===== src/rtl/sfrt_pkg.sv =====
// Package with the types and constants of the shared frame reference-count table.
`default_nettype none

package sfrt_pkg;

  localparam int SEQ_W  = 32;
  localparam int REF_W  = 4;
  localparam int STAT_W = 3;

  localparam logic [REF_W-1:0] REF_MAX = 4'd15;
  localparam logic [REF_W-1:0] REF_ONE = 4'd1;

  localparam logic [STAT_W-1:0] STAT_SHARED   = 3'd0;
  localparam logic [STAT_W-1:0] STAT_NEW      = 3'd1;
  localparam logic [STAT_W-1:0] STAT_HELD     = 3'd2;
  localparam logic [STAT_W-1:0] STAT_RELEASED = 3'd3;
  localparam logic [STAT_W-1:0] STAT_FULL     = 3'd4;
  localparam logic [STAT_W-1:0] STAT_NOFRAME  = 3'd5;
  localparam logic [STAT_W-1:0] STAT_NOTFOUND = 3'd6;

  typedef enum logic [1:0] {
    ST_IDLE,
    ST_SCAN,
    ST_DONE
  } state_t;

  typedef struct packed {
    logic valid;
    logic is_put;
    logic hit;
    logic empty_found;
  } scan_ctl_t;

  typedef struct packed {
    logic wr;
    logic occ;
  } slot_wr_t;

endpackage

`default_nettype wire


===== src/rtl/sfrt_cell.sv =====
// One table slot: holds the slot state and forwards the search packet to the next slot.
`default_nettype none

module sfrt_cell import sfrt_pkg::*; #(
  parameter int MODULES = 8,
  parameter int BUF_W   = 3,
  parameter int SLOT_W  = 4,
  parameter int IDX     = 0
) (
  input  wire                    clk,
  input  wire                    rst_n,
  input  scan_ctl_t              ctl_i,
  input  wire  [MODULES-1:0]     mask_i,
  input  wire  [BUF_W-1:0]       pbuf_i,
  input  wire  [SLOT_W-1:0]      hit_slot_i,
  input  wire  [BUF_W-1:0]       hit_buf_i,
  input  wire  [MODULES-1:0]     hit_cons_i,
  input  wire  [REF_W-1:0]       hit_refs_i,
  input  wire  [SLOT_W-1:0]      empty_slot_i,
  output scan_ctl_t              ctl_o,
  output logic [MODULES-1:0]     mask_o,
  output logic [BUF_W-1:0]       pbuf_o,
  output logic [SLOT_W-1:0]      hit_slot_o,
  output logic [BUF_W-1:0]       hit_buf_o,
  output logic [MODULES-1:0]     hit_cons_o,
  output logic [REF_W-1:0]       hit_refs_o,
  output logic [SLOT_W-1:0]      empty_slot_o,
  input  slot_wr_t               wr_i,
  input  wire  [SLOT_W-1:0]      wr_slot_i,
  input  wire  [BUF_W-1:0]       wr_buf_i,
  input  wire  [MODULES-1:0]     wr_cons_i,
  input  wire  [REF_W-1:0]       wr_refs_i
);

  logic               occ_r;
  logic [BUF_W-1:0]   buf_r;
  logic [MODULES-1:0] cons_r;
  logic [REF_W-1:0]   refs_r;

  scan_ctl_t          ctl_r, ctl_nxt;
  logic [MODULES-1:0] mask_r;
  logic [BUF_W-1:0]   pbuf_r;
  logic [SLOT_W-1:0]  hit_slot_r, hit_slot_nxt;
  logic [BUF_W-1:0]   hit_buf_r, hit_buf_nxt;
  logic [MODULES-1:0] hit_cons_r, hit_cons_nxt;
  logic [REF_W-1:0]   hit_refs_r, hit_refs_nxt;
  logic [SLOT_W-1:0]  empty_slot_r, empty_slot_nxt;

  logic match;
  logic take;

  always_comb begin
    match = ctl_i.is_put ? (occ_r && (buf_r == pbuf_i))
                         : (occ_r && ((cons_r & mask_i) == '0));
    take  = ctl_i.valid && !ctl_i.hit && match;

    ctl_nxt        = ctl_i;
    hit_slot_nxt   = hit_slot_i;
    hit_buf_nxt    = hit_buf_i;
    hit_cons_nxt   = hit_cons_i;
    hit_refs_nxt   = hit_refs_i;
    empty_slot_nxt = empty_slot_i;
    if (take) begin
      ctl_nxt.hit  = 1'b1;
      hit_slot_nxt = SLOT_W'(IDX);
      hit_buf_nxt  = buf_r;
      hit_cons_nxt = cons_r;
      hit_refs_nxt = refs_r;
    end
    if (ctl_i.valid && !ctl_i.empty_found && !occ_r) begin
      ctl_nxt.empty_found = 1'b1;
      empty_slot_nxt      = SLOT_W'(IDX);
    end
  end

  always_ff @(posedge clk) begin
    if (!rst_n) begin
      ctl_r <= '0;
    end else begin
      ctl_r <= ctl_nxt;
    end
  end

  always_ff @(posedge clk) begin
    mask_r       <= mask_i;
    pbuf_r       <= pbuf_i;
    hit_slot_r   <= hit_slot_nxt;
    hit_buf_r    <= hit_buf_nxt;
    hit_cons_r   <= hit_cons_nxt;
    hit_refs_r   <= hit_refs_nxt;
    empty_slot_r <= empty_slot_nxt;
  end

  always_ff @(posedge clk) begin
    if (!rst_n) begin
      occ_r  <= 1'b0;
      buf_r  <= '0;
      cons_r <= '0;
      refs_r <= '0;
    end else if (wr_i.wr && (wr_slot_i == SLOT_W'(IDX))) begin
      occ_r  <= wr_i.occ;
      buf_r  <= wr_buf_i;
      cons_r <= wr_cons_i;
      refs_r <= wr_refs_i;
    end
  end

  assign ctl_o        = ctl_r;
  assign mask_o       = mask_r;
  assign pbuf_o       = pbuf_r;
  assign hit_slot_o   = hit_slot_r;
  assign hit_buf_o    = hit_buf_r;
  assign hit_cons_o   = hit_cons_r;
  assign hit_refs_o   = hit_refs_r;
  assign empty_slot_o = empty_slot_r;

endmodule

`default_nettype wire


===== src/rtl/shared_frame_refcount_table.sv =====
// Top level of the shared frame reference-count table.
// Each request runs a search packet through a row of SLOTS slot cells, one cell per clock, starting
// at the accepting edge. The end of the row is then captured in a register while the sequence
// memory is read, and after that the result is registered and the chosen slot updated, as soon as
// no earlier result is still waiting to be taken.
// One request is handled at a time; the next is accepted in the cycle after the result has been
// registered, even if that result has not yet been taken, and a result that is still waiting
// holds the following one back. Every request produces exactly one result transaction.
`default_nettype none

module shared_frame_refcount_table import sfrt_pkg::*; #(
  parameter int MODULES = 8,
  parameter int SLOTS   = 9,
  parameter int BUFFERS = 8
) (
  input  wire                          clk,
  input  wire                          rst_n,
  input  wire                          in_valid,
  output logic                         in_ready,
  input  wire                          in_req_type,
  input  wire  [MODULES-1:0]           in_module_mask,
  input  wire  [$clog2(BUFFERS)-1:0]   in_put_buffer,
  input  wire                          in_capture_ready,
  input  wire  [$clog2(BUFFERS)-1:0]   in_capture_buffer,
  output logic                         out_valid,
  input  wire                          out_ready,
  output logic [STAT_W-1:0]            out_status,
  output logic [$clog2(BUFFERS)-1:0]   out_buffer_index,
  output logic [SEQ_W-1:0]             out_frame_seq,
  output logic                         out_requeue,
  output logic                         out_consume_capture,
  output logic [$clog2(SLOTS)-1:0]     out_slot_used,
  output logic [REF_W-1:0]             out_ref_count
);

  localparam int BUF_W  = $clog2(BUFFERS);
  localparam int SLOT_W = $clog2(SLOTS);
  localparam logic [BUF_W:0] BUF_LIMIT = (BUF_W+1)'(BUFFERS);

  state_t state_r, state_nxt;

  scan_ctl_t          ctl_w        [SLOTS+1];
  logic [MODULES-1:0] mask_w       [SLOTS+1];
  logic [BUF_W-1:0]   pbuf_w       [SLOTS+1];
  logic [SLOT_W-1:0]  hit_slot_w   [SLOTS+1];
  logic [BUF_W-1:0]   hit_buf_w    [SLOTS+1];
  logic [MODULES-1:0] hit_cons_w   [SLOTS+1];
  logic [REF_W-1:0]   hit_refs_w   [SLOTS+1];
  logic [SLOT_W-1:0]  empty_slot_w [SLOTS+1];

  logic               accept;
  logic               tail_valid;
  logic               done_fire;

  logic               req_cap_ready_r;
  logic [BUF_W-1:0]   req_cap_r;
  logic [MODULES-1:0] req_mask_r;
  logic [BUF_W-1:0]   req_pbuf_r;

  scan_ctl_t          tail_ctl_r;
  logic [SLOT_W-1:0]  tail_slot_r;
  logic [BUF_W-1:0]   tail_buf_r;
  logic [MODULES-1:0] tail_cons_r;
  logic [REF_W-1:0]   tail_refs_r;
  logic [SLOT_W-1:0]  tail_empty_r;

  logic [SEQ_W-1:0]   seq_mem [BUFFERS];
  logic [SEQ_W-1:0]   rd_seq_r;
  logic [SEQ_W-1:0]   next_seq_r;

  logic               cap_ok;
  logic [REF_W-1:0]   refs_inc;
  logic [REF_W-1:0]   refs_dec;

  logic [STAT_W-1:0]  res_status;
  logic [BUF_W-1:0]   res_buf;
  logic [SEQ_W-1:0]   res_seq;
  logic               res_requeue;
  logic               res_consume;
  logic [SLOT_W-1:0]  res_slot;
  logic [REF_W-1:0]   res_refs;
  logic               new_frame;

  slot_wr_t           wr;
  logic [SLOT_W-1:0]  wr_slot;
  logic [BUF_W-1:0]   wr_buf;
  logic [MODULES-1:0] wr_cons;
  logic [REF_W-1:0]   wr_refs;

  logic               out_valid_r;
  logic [STAT_W-1:0]  out_status_r;
  logic [BUF_W-1:0]   out_buffer_r;
  logic [SEQ_W-1:0]   out_seq_r;
  logic               out_requeue_r;
  logic               out_consume_r;
  logic [SLOT_W-1:0]  out_slot_r;
  logic [REF_W-1:0]   out_refs_r;

  assign accept     = in_valid && in_ready;
  assign tail_valid = ctl_w[SLOTS].valid;
  assign done_fire  = (state_r == ST_DONE) && (!out_valid_r || out_ready);

  assign ctl_w[0].valid       = accept;
  assign ctl_w[0].is_put      = in_req_type;
  assign ctl_w[0].hit         = 1'b0;
  assign ctl_w[0].empty_found = 1'b0;
  assign mask_w[0]            = in_module_mask;
  assign pbuf_w[0]            = in_put_buffer;
  assign hit_slot_w[0]        = '0;
  assign hit_buf_w[0]         = '0;
  assign hit_cons_w[0]        = '0;
  assign hit_refs_w[0]        = '0;
  assign empty_slot_w[0]      = '0;

  for (genvar g = 0; g < SLOTS; g++) begin : g_cell
    sfrt_cell #(
      .MODULES (MODULES),
      .BUF_W   (BUF_W),
      .SLOT_W  (SLOT_W),
      .IDX     (g)
    ) u_cell (
      .clk          (clk),
      .rst_n        (rst_n),
      .ctl_i        (ctl_w[g]),
      .mask_i       (mask_w[g]),
      .pbuf_i       (pbuf_w[g]),
      .hit_slot_i   (hit_slot_w[g]),
      .hit_buf_i    (hit_buf_w[g]),
      .hit_cons_i   (hit_cons_w[g]),
      .hit_refs_i   (hit_refs_w[g]),
      .empty_slot_i (empty_slot_w[g]),
      .ctl_o        (ctl_w[g+1]),
      .mask_o       (mask_w[g+1]),
      .pbuf_o       (pbuf_w[g+1]),
      .hit_slot_o   (hit_slot_w[g+1]),
      .hit_buf_o    (hit_buf_w[g+1]),
      .hit_cons_o   (hit_cons_w[g+1]),
      .hit_refs_o   (hit_refs_w[g+1]),
      .empty_slot_o (empty_slot_w[g+1]),
      .wr_i         (wr),
      .wr_slot_i    (wr_slot),
      .wr_buf_i     (wr_buf),
      .wr_cons_i    (wr_cons),
      .wr_refs_i    (wr_refs)
    );
  end

  always_comb begin
    state_nxt = state_r;
    unique case (state_r)
      ST_IDLE: begin
        if (accept) begin
          state_nxt = ST_SCAN;
        end
      end
      ST_SCAN: begin
        if (tail_valid) begin
          state_nxt = ST_DONE;
        end
      end
      ST_DONE: begin
        if (done_fire) begin
          state_nxt = ST_IDLE;
        end
      end
      default: state_nxt = ST_IDLE;
    endcase
  end

  always_ff @(posedge clk) begin
    if (!rst_n) begin
      state_r <= ST_IDLE;
    end else begin
      state_r <= state_nxt;
    end
  end

  always_ff @(posedge clk) begin
    if (accept) begin
      req_cap_ready_r <= in_capture_ready;
      req_cap_r       <= in_capture_buffer;
      req_mask_r      <= in_module_mask;
      req_pbuf_r      <= in_put_buffer;
    end
    if ((state_r == ST_SCAN) && tail_valid) begin
      tail_ctl_r   <= ctl_w[SLOTS];
      tail_slot_r  <= hit_slot_w[SLOTS];
      tail_buf_r   <= hit_buf_w[SLOTS];
      tail_cons_r  <= hit_cons_w[SLOTS];
      tail_refs_r  <= hit_refs_w[SLOTS];
      tail_empty_r <= empty_slot_w[SLOTS];
    end
  end

  always_ff @(posedge clk) begin
    if (done_fire && new_frame) begin
      seq_mem[req_cap_r] <= next_seq_r;
    end
    if ((state_r == ST_SCAN) && tail_valid) begin
      rd_seq_r <= seq_mem[hit_buf_w[SLOTS]];
    end
  end

  always_ff @(posedge clk) begin
    if (!rst_n) begin
      next_seq_r <= '0;
    end else if (done_fire && new_frame) begin
      next_seq_r <= next_seq_r + SEQ_W'(1);
    end
  end

  assign cap_ok   = req_cap_ready_r && ({1'b0, req_cap_r} < BUF_LIMIT);
  assign refs_inc = (tail_refs_r == REF_MAX) ? REF_MAX : (tail_refs_r + REF_ONE);
  assign refs_dec = tail_refs_r - REF_ONE;

  always_comb begin
    in_ready    = (state_r == ST_IDLE);
    res_status  = STAT_NOTFOUND;
    res_buf     = '0;
    res_seq     = '0;
    res_requeue = 1'b0;
    res_consume = 1'b0;
    res_slot    = '0;
    res_refs    = '0;
    new_frame   = 1'b0;
    wr          = '0;
    wr_slot     = tail_slot_r;
    wr_buf      = tail_buf_r;
    wr_cons     = tail_cons_r;
    wr_refs     = '0;
    priority if (tail_ctl_r.is_put) begin
      if (!tail_ctl_r.hit || ((tail_cons_r & req_mask_r) == '0) || (tail_refs_r == '0)) begin
        res_status = STAT_NOTFOUND;
      end else if (refs_dec != '0) begin
        res_status = STAT_HELD;
        res_buf    = req_pbuf_r;
        res_slot   = tail_slot_r;
        res_refs   = refs_dec;
        wr.wr      = 1'b1;
        wr.occ     = 1'b1;
        wr_refs    = refs_dec;
      end else begin
        res_status  = STAT_RELEASED;
        res_buf     = req_pbuf_r;
        res_requeue = 1'b1;
        res_slot    = tail_slot_r;
        wr.wr       = 1'b1;
        wr.occ      = 1'b0;
        wr_buf      = '0;
        wr_cons     = '0;
      end
    end else if (tail_ctl_r.hit) begin
      res_status = STAT_SHARED;
      res_buf    = tail_buf_r;
      res_seq    = rd_seq_r;
      res_slot   = tail_slot_r;
      res_refs   = refs_inc;
      wr.wr      = 1'b1;
      wr.occ     = 1'b1;
      wr_cons    = tail_cons_r | req_mask_r;
      wr_refs    = refs_inc;
    end else if (!tail_ctl_r.empty_found) begin
      res_status = STAT_FULL;
    end else if (!cap_ok) begin
      res_status = STAT_NOFRAME;
    end else begin
      res_status  = STAT_NEW;
      res_buf     = req_cap_r;
      res_seq     = next_seq_r;
      res_consume = 1'b1;
      res_slot    = tail_empty_r;
      res_refs    = REF_ONE;
      new_frame   = 1'b1;
      wr.wr       = 1'b1;
      wr.occ      = 1'b1;
      wr_slot     = tail_empty_r;
      wr_buf      = req_cap_r;
      wr_cons     = req_mask_r;
      wr_refs     = REF_ONE;
    end
    wr.wr = wr.wr && done_fire;
  end

  always_ff @(posedge clk) begin
    if (!rst_n) begin
      out_valid_r <= 1'b0;
    end else if (done_fire) begin
      out_valid_r <= 1'b1;
    end else if (out_ready) begin
      out_valid_r <= 1'b0;
    end
  end

  always_ff @(posedge clk) begin
    if (done_fire) begin
      out_status_r  <= res_status;
      out_buffer_r  <= res_buf;
      out_seq_r     <= res_seq;
      out_requeue_r <= res_requeue;
      out_consume_r <= res_consume;
      out_slot_r    <= res_slot;
      out_refs_r    <= res_refs;
    end
  end

  assign out_valid           = out_valid_r;
  assign out_status          = out_status_r;
  assign out_buffer_index    = out_buffer_r;
  assign out_frame_seq       = out_seq_r;
  assign out_requeue         = out_requeue_r;
  assign out_consume_capture = out_consume_r;
  assign out_slot_used       = out_slot_r;
  assign out_ref_count       = out_refs_r;

endmodule

`default_nettype wire


===== config.mk =====
export PLATFORM = sky130hd
export DESIGN_NAME = shared_frame_refcount_table
export DESIGN_NICKNAME = d
export VERILOG_FILES = /design/src/rtl/sfrt_pkg.sv /design/src/rtl/sfrt_cell.sv /design/src/rtl/shared_frame_refcount_table.sv
export SDC_FILE = /design/constraint.sdc
export NUM_CORES = 1
export LEC_CHECK = 0
export ABC_AREA = 1
export BUFFER_PORTS_ARGS = -buffer_cell sky130_fd_sc_hd__buf_2
export CAP_MARGIN = 20
export CORE_MARGIN = 8
export CORE_UTILIZATION = 55
export DETAILED_ROUTE_END_ITERATION = 10
export PLACE_DENSITY = 0.72
export SLEW_MARGIN = 15
export SYNTH_ARGS = -nofsm -noshare
export SYNTH_HDL_FRONTEND = slang
export SYNTH_SLANG_ARGS = --single-unit

===== constraint.sdc =====
create_clock -name clk -period 7.16 [get_ports clk]
set_input_delay 1.432 -clock clk [delete_from_list [all_inputs] [get_ports clk]]
set_output_delay 1.432 -clock clk [all_outputs]
set_load 0.01 [all_outputs]

==> metrics.yaml <==
clocking:
  cts_resized: 0
  cts_tree: "built"
  post-cts-setup-buffers: 0
  cts-htree-levels: 3
  root_buffer: "clkbuf_16"
  cts_buffer_depth: 3
  clkLatencyLatePin_ps: 620
  clock_sinks: 857
  cts_buffers: 83
  hold_buffers: 0
  path_clk_slew_ps: 60
timing:
  setup_viol: 0
  worstMarginPinSlew_ps: 1046
  tns_ps: 0
  min_period_ps: 3778
  finalMaxSlewViolations: 0
  finalCritPeriodShare_pct: 52.76
  fmax_mhz: 264.7
  finalHoldViolCount: 0
  rsz0062_at_grt: "no"
  relSlewSlack_pct: 30.29
  skew_ps: 23.12
floorplan:
  core_mm2: 0.05628
  die_w_um: 254.5
  start_util_pct: 55.57
  die_y_um: 254.5
  fp.dieArea_mm2: 0.06475
  num_rows: 87
  io_pins: 70
critical_path:
  startpoint_type: "flop"
  rrSetupSlack_ps: 3380
  max_stage_delay_ps: 620
  crit_chain: "nor2_4 > nand2_4 > inv_1 > nand2_1 > or2_2 > nor3_2 > buf_4"
  timing.rr.start: "tail_ctl_r[2]"
  crit_type: "flop to flop"
  cp_slowest_cell: "inv_1"
  rr_worst_depth: 7
  path_delay_family: "simple AND/OR/NAND/NOR gates"
  worst_ep_required_time_ps: 7410
  path_buf_inv: 2
  endpoint_kind: "flop"
  cp_max_fo: 39
  r2r-end: "seq_mem[2][24]"
  cp.arrival_ps: 4030
drt:
  postRouteAntennaNets: 0
  drc: 0
  vias: 21750
  wire_per_inst_um: 17.04
  drt_first_pass_iters: 5
  drt_iter0_markers: 2213
  drt_wl_total_mm: 70.66
  viasPerCell: 5.244
pwr:
  p_leak_nw: 13.41
  p_int_mw: 7.836
  p_sw_share_pct: 19.43
  p_switching_mw: 1.889
  seq_power_share_pct: 52.8
  ir_drop_mv: 0.1641
  comb_power_share_pct: 1.0
  finalPower_mw: 9.726
  p_clk_share_pct: 46.2
  power_density_mw_per_mm2: 276.7
finish:
  nFillCells: 4458
  num_antenna_cells: 0
  layout-drive-gt1-share_pct: 8.935
  final_cell_count_no_fill: 4147
  nets: 3346
  area_growth_pct: 12.39
global_routing:
  grt_max_degree: 98
  globalRouteOverflowTotal: 0
  antenna_found_initial: 2
  grt_pass1_wl_mm: 111.3
  grt_use_total_pct: 21.72
  grt_pass1_vias: 20670
hold_path:
  min_from: "g_cell[0].u_cell.mask_o[4]"
  min_path_cells: 0
  hold_path_class: "flop to flop"
  hold_path_end: "g_cell[1].u_cell.mask_o[4]"
yosys:
  yosys.cell_types.count: 42
  seq_area_frac_synth_pct: 66.92
  synth_area_per_cell_um2: 9.579
  syn_inst: 3265
  syn-num-nets: 3289
  yosys_warnings: 0
  synth_seq_cells: 857
  synth_area_mm2: 0.03127
place:
  gp_congestion: 0.8872
  dpl.cell_count: 3993
  numPortBuffers: 69
  dpl.hpwl_mm: 45.66
job:
  maxCapViolCount: 0
run_status:
  outcome: "finished clean"
per-layer routing:
layer  vias up  part of all wire (%)  global-route usage, %  wire length (um)
li1      10630                     -                      -                 -
met1     10170                    46                  31.03             32210
met2       832                    44                  33.79             31050
met3       117                   8.3                  3.586              5900
met4         0                   2.1                  6.978              1504
met5         -                     0                      0                 0
registers in the layout, summed over array words and instances (netlist names), 8 cells and up:
| signal | count |
|---|---|
| next_seq_r | 32 |
| g_cell.u_cell.pbuf_o | 24 |
| req_mask_r | 8 |
| g_cell.u_cell.ctl_o | 36 |
| rd_seq_r | 32 |
| g_cell.u_cell.hit_cons_o | 72 |
| out_frame_seq | 32 |
| g_cell.u_cell.hit_refs_o | 36 |
| g_cell.u_cell.hit_buf_o | 27 |
| g_cell.u_cell.mask_o | 64 |
| g_cell.u_cell.cons_r | 72 |
| g_cell.u_cell.refs_r | 36 |
| tail_cons_r | 8 |
| g_cell.u_cell.occ_r | 9 |
| g_cell.u_cell.buf_r | 27 |
| seq_mem | 256 |
| g_cell.u_cell.empty_slot_o | 21 |
| g_cell.u_cell.hit_slot_o | 21 |
worst register-to-register path: cells and delay by family, from the launching register on:
family,cells,cell delay (ps)
buffers and inverters,2,1150
flip-flops,1,520
AND/OR/NAND/NOR,5,1740
cells by family (layout without fill, tap and decap cells):
kind of cell / Yosys count / in the layout / share of synthesized area, %
AOI/OAI and AO/OA: 365 / 365 / 6.509
xor gates and xnor gates: 27 / 27 / 0.7561
buffers and inverters: 351 / 477 / 4.569
DFF: 857 / 857 / 66.92
adders and majority gates: 4 / 4 / 0.1600
and+or+nand+nor: 1661 / 1661 / 21.08
power groups by stage:
| stage | clock, mW | sequential [mW] | combinational (mW) |
|---|---|---|---|
| floorplan | 0 | 5.23 | 0.0605 |
| global placement | 0 | 5.24 | 0.0955 |
| detailed placement | 0 | 5.24 | 0.0976 |
| CTS | 4.56 | 5.13 | 0.0983 |
| global route | 4.75 | 5.14 | 0.109 |
| finish | 4.49 | 5.13 | 0.0994 |
cells in the final DEF (no fill, tap or decap), types with 7 or more instances in the layout:
master and instances:
clkbuf_8 15, dfxtp_1 478, nor3_2 10, xor2_1 9
nand2_1 884, nor3_1 9, clkbuf_1 20, a21oi_1 27
inv_2 7, nand2_2 10, o21ai_0 234, xnor2_1 18
nor2_2 8, bufinv_16 8, clkinv_1 11, buf_2 68
inv_1 209, buf_4 28, o22ai_1 33, nor2_1 638
a22o_1 8, nand3_1 43, nand4_1 22, clkinv_2 13
edfxtp_1 377, a31oi_1 33, o21ai_2 10, o21bai_1 7
nor2_4 12, clkbuf_16 88
worst max path at each step:
stage | startpoint | to | cells after the start
global placement | out_ready | seq_mem[2][15] | 8
detailed placement | out_ready | seq_mem[2][15] | 8
global route | tail_ctl_r[2] | seq_mem[2][24] | 7
finish | tail_ctl_r[2] | seq_mem[2][24] | 7
floorplan | out_ready | seq_mem[4][0] | 5
CTS | tail_ctl_r[2] | seq_mem[2][29] | 7
area by class of cell:
| cell class | instances | area, um^2 | area share [%] |
|---|---|---|---|
| inverter | 226 | 850.8 | 2.420 |
| clock inverter | 31 | 397.9 | 1.132 |
| sequential | 857 | 20940 | 59.56 |
| clock buffer | 123 | 2484 | 7.066 |
| timing repair buffer | 97 | 561.8 | 1.598 |
| multi-input combinational | 2057 | 8976 | 25.54 |
| tap | 756 | 945.9 | 2.691 |
synth_stat cells:
cell type | instances | area, um^2
nand4_1 | 22 | 137.6
inv_2 | 6 | 22.52
nand3_1 | 43 | 215.2
nand2_4 | 6 | 67.56
buf_2 | 12 | 60.06
nor2_1 | 640 | 2402
nand3b_1 | 4 | 30.03
o211ai_1 | 4 | 30.03
nand2_1 | 884 | 3318
clkinv_1 | 9 | 33.78
nor4_1 | 3 | 18.77
o22ai_1 | 33 | 206.5
a31oi_1 | 33 | 206.5
inv_4 | 1 | 6.260
inv_1 | 210 | 788.3
o21ai_1 | 2 | 10.01
a32o_1 | 2 | 20.02
nor2_4 | 10 | 112.6
o21ai_2 | 10 | 87.58
or2_2 | 6 | 37.54
nand3_2 | 1 | 10.01
a21oi_4 | 1 | 16.27
buf_1 | 14 | 52.55
buf_4 | 9 | 67.56
o31ai_1 | 1 | 7.510
edfxtp_1 | 377 | 11320
o21a_1 | 3 | 22.52
nor3_1 | 18 | 90.09
xnor2_1 | 18 | 157.7
o21bai_1 | 7 | 52.55
a22o_1 | 8 | 70.07
and2_1 | 5 | 31.28
dfxtp_1 | 480 | 9609
nor2_2 | 8 | 50.05
nand2_2 | 10 | 62.56
ha_1 | 4 | 50.05
o21ai_0 | 234 | 1171
xor2_1 | 9 | 78.83
nor3_2 | 1 | 10.01
clkbuf_1 | 82 | 307.8
buf_6 | 8 | 90.09
a21oi_1 | 27 | 135.1
metrics by stage:
stage	area, um^2	utilization, %	hold slack, ps	worst slack (ps)
after floorplan	31280	-	331.1	-29.61
after global placement	32260	57.33	338.6	2969
after detailed placement	32270	57.34	335.9	2871
after CTS	35150	62.46	345.4	3392
after global routing	35150	62.46	349.4	3104
final	35150	62.46	349.9	3382
No activity file was read; power rests on OpenSTA's default activity.
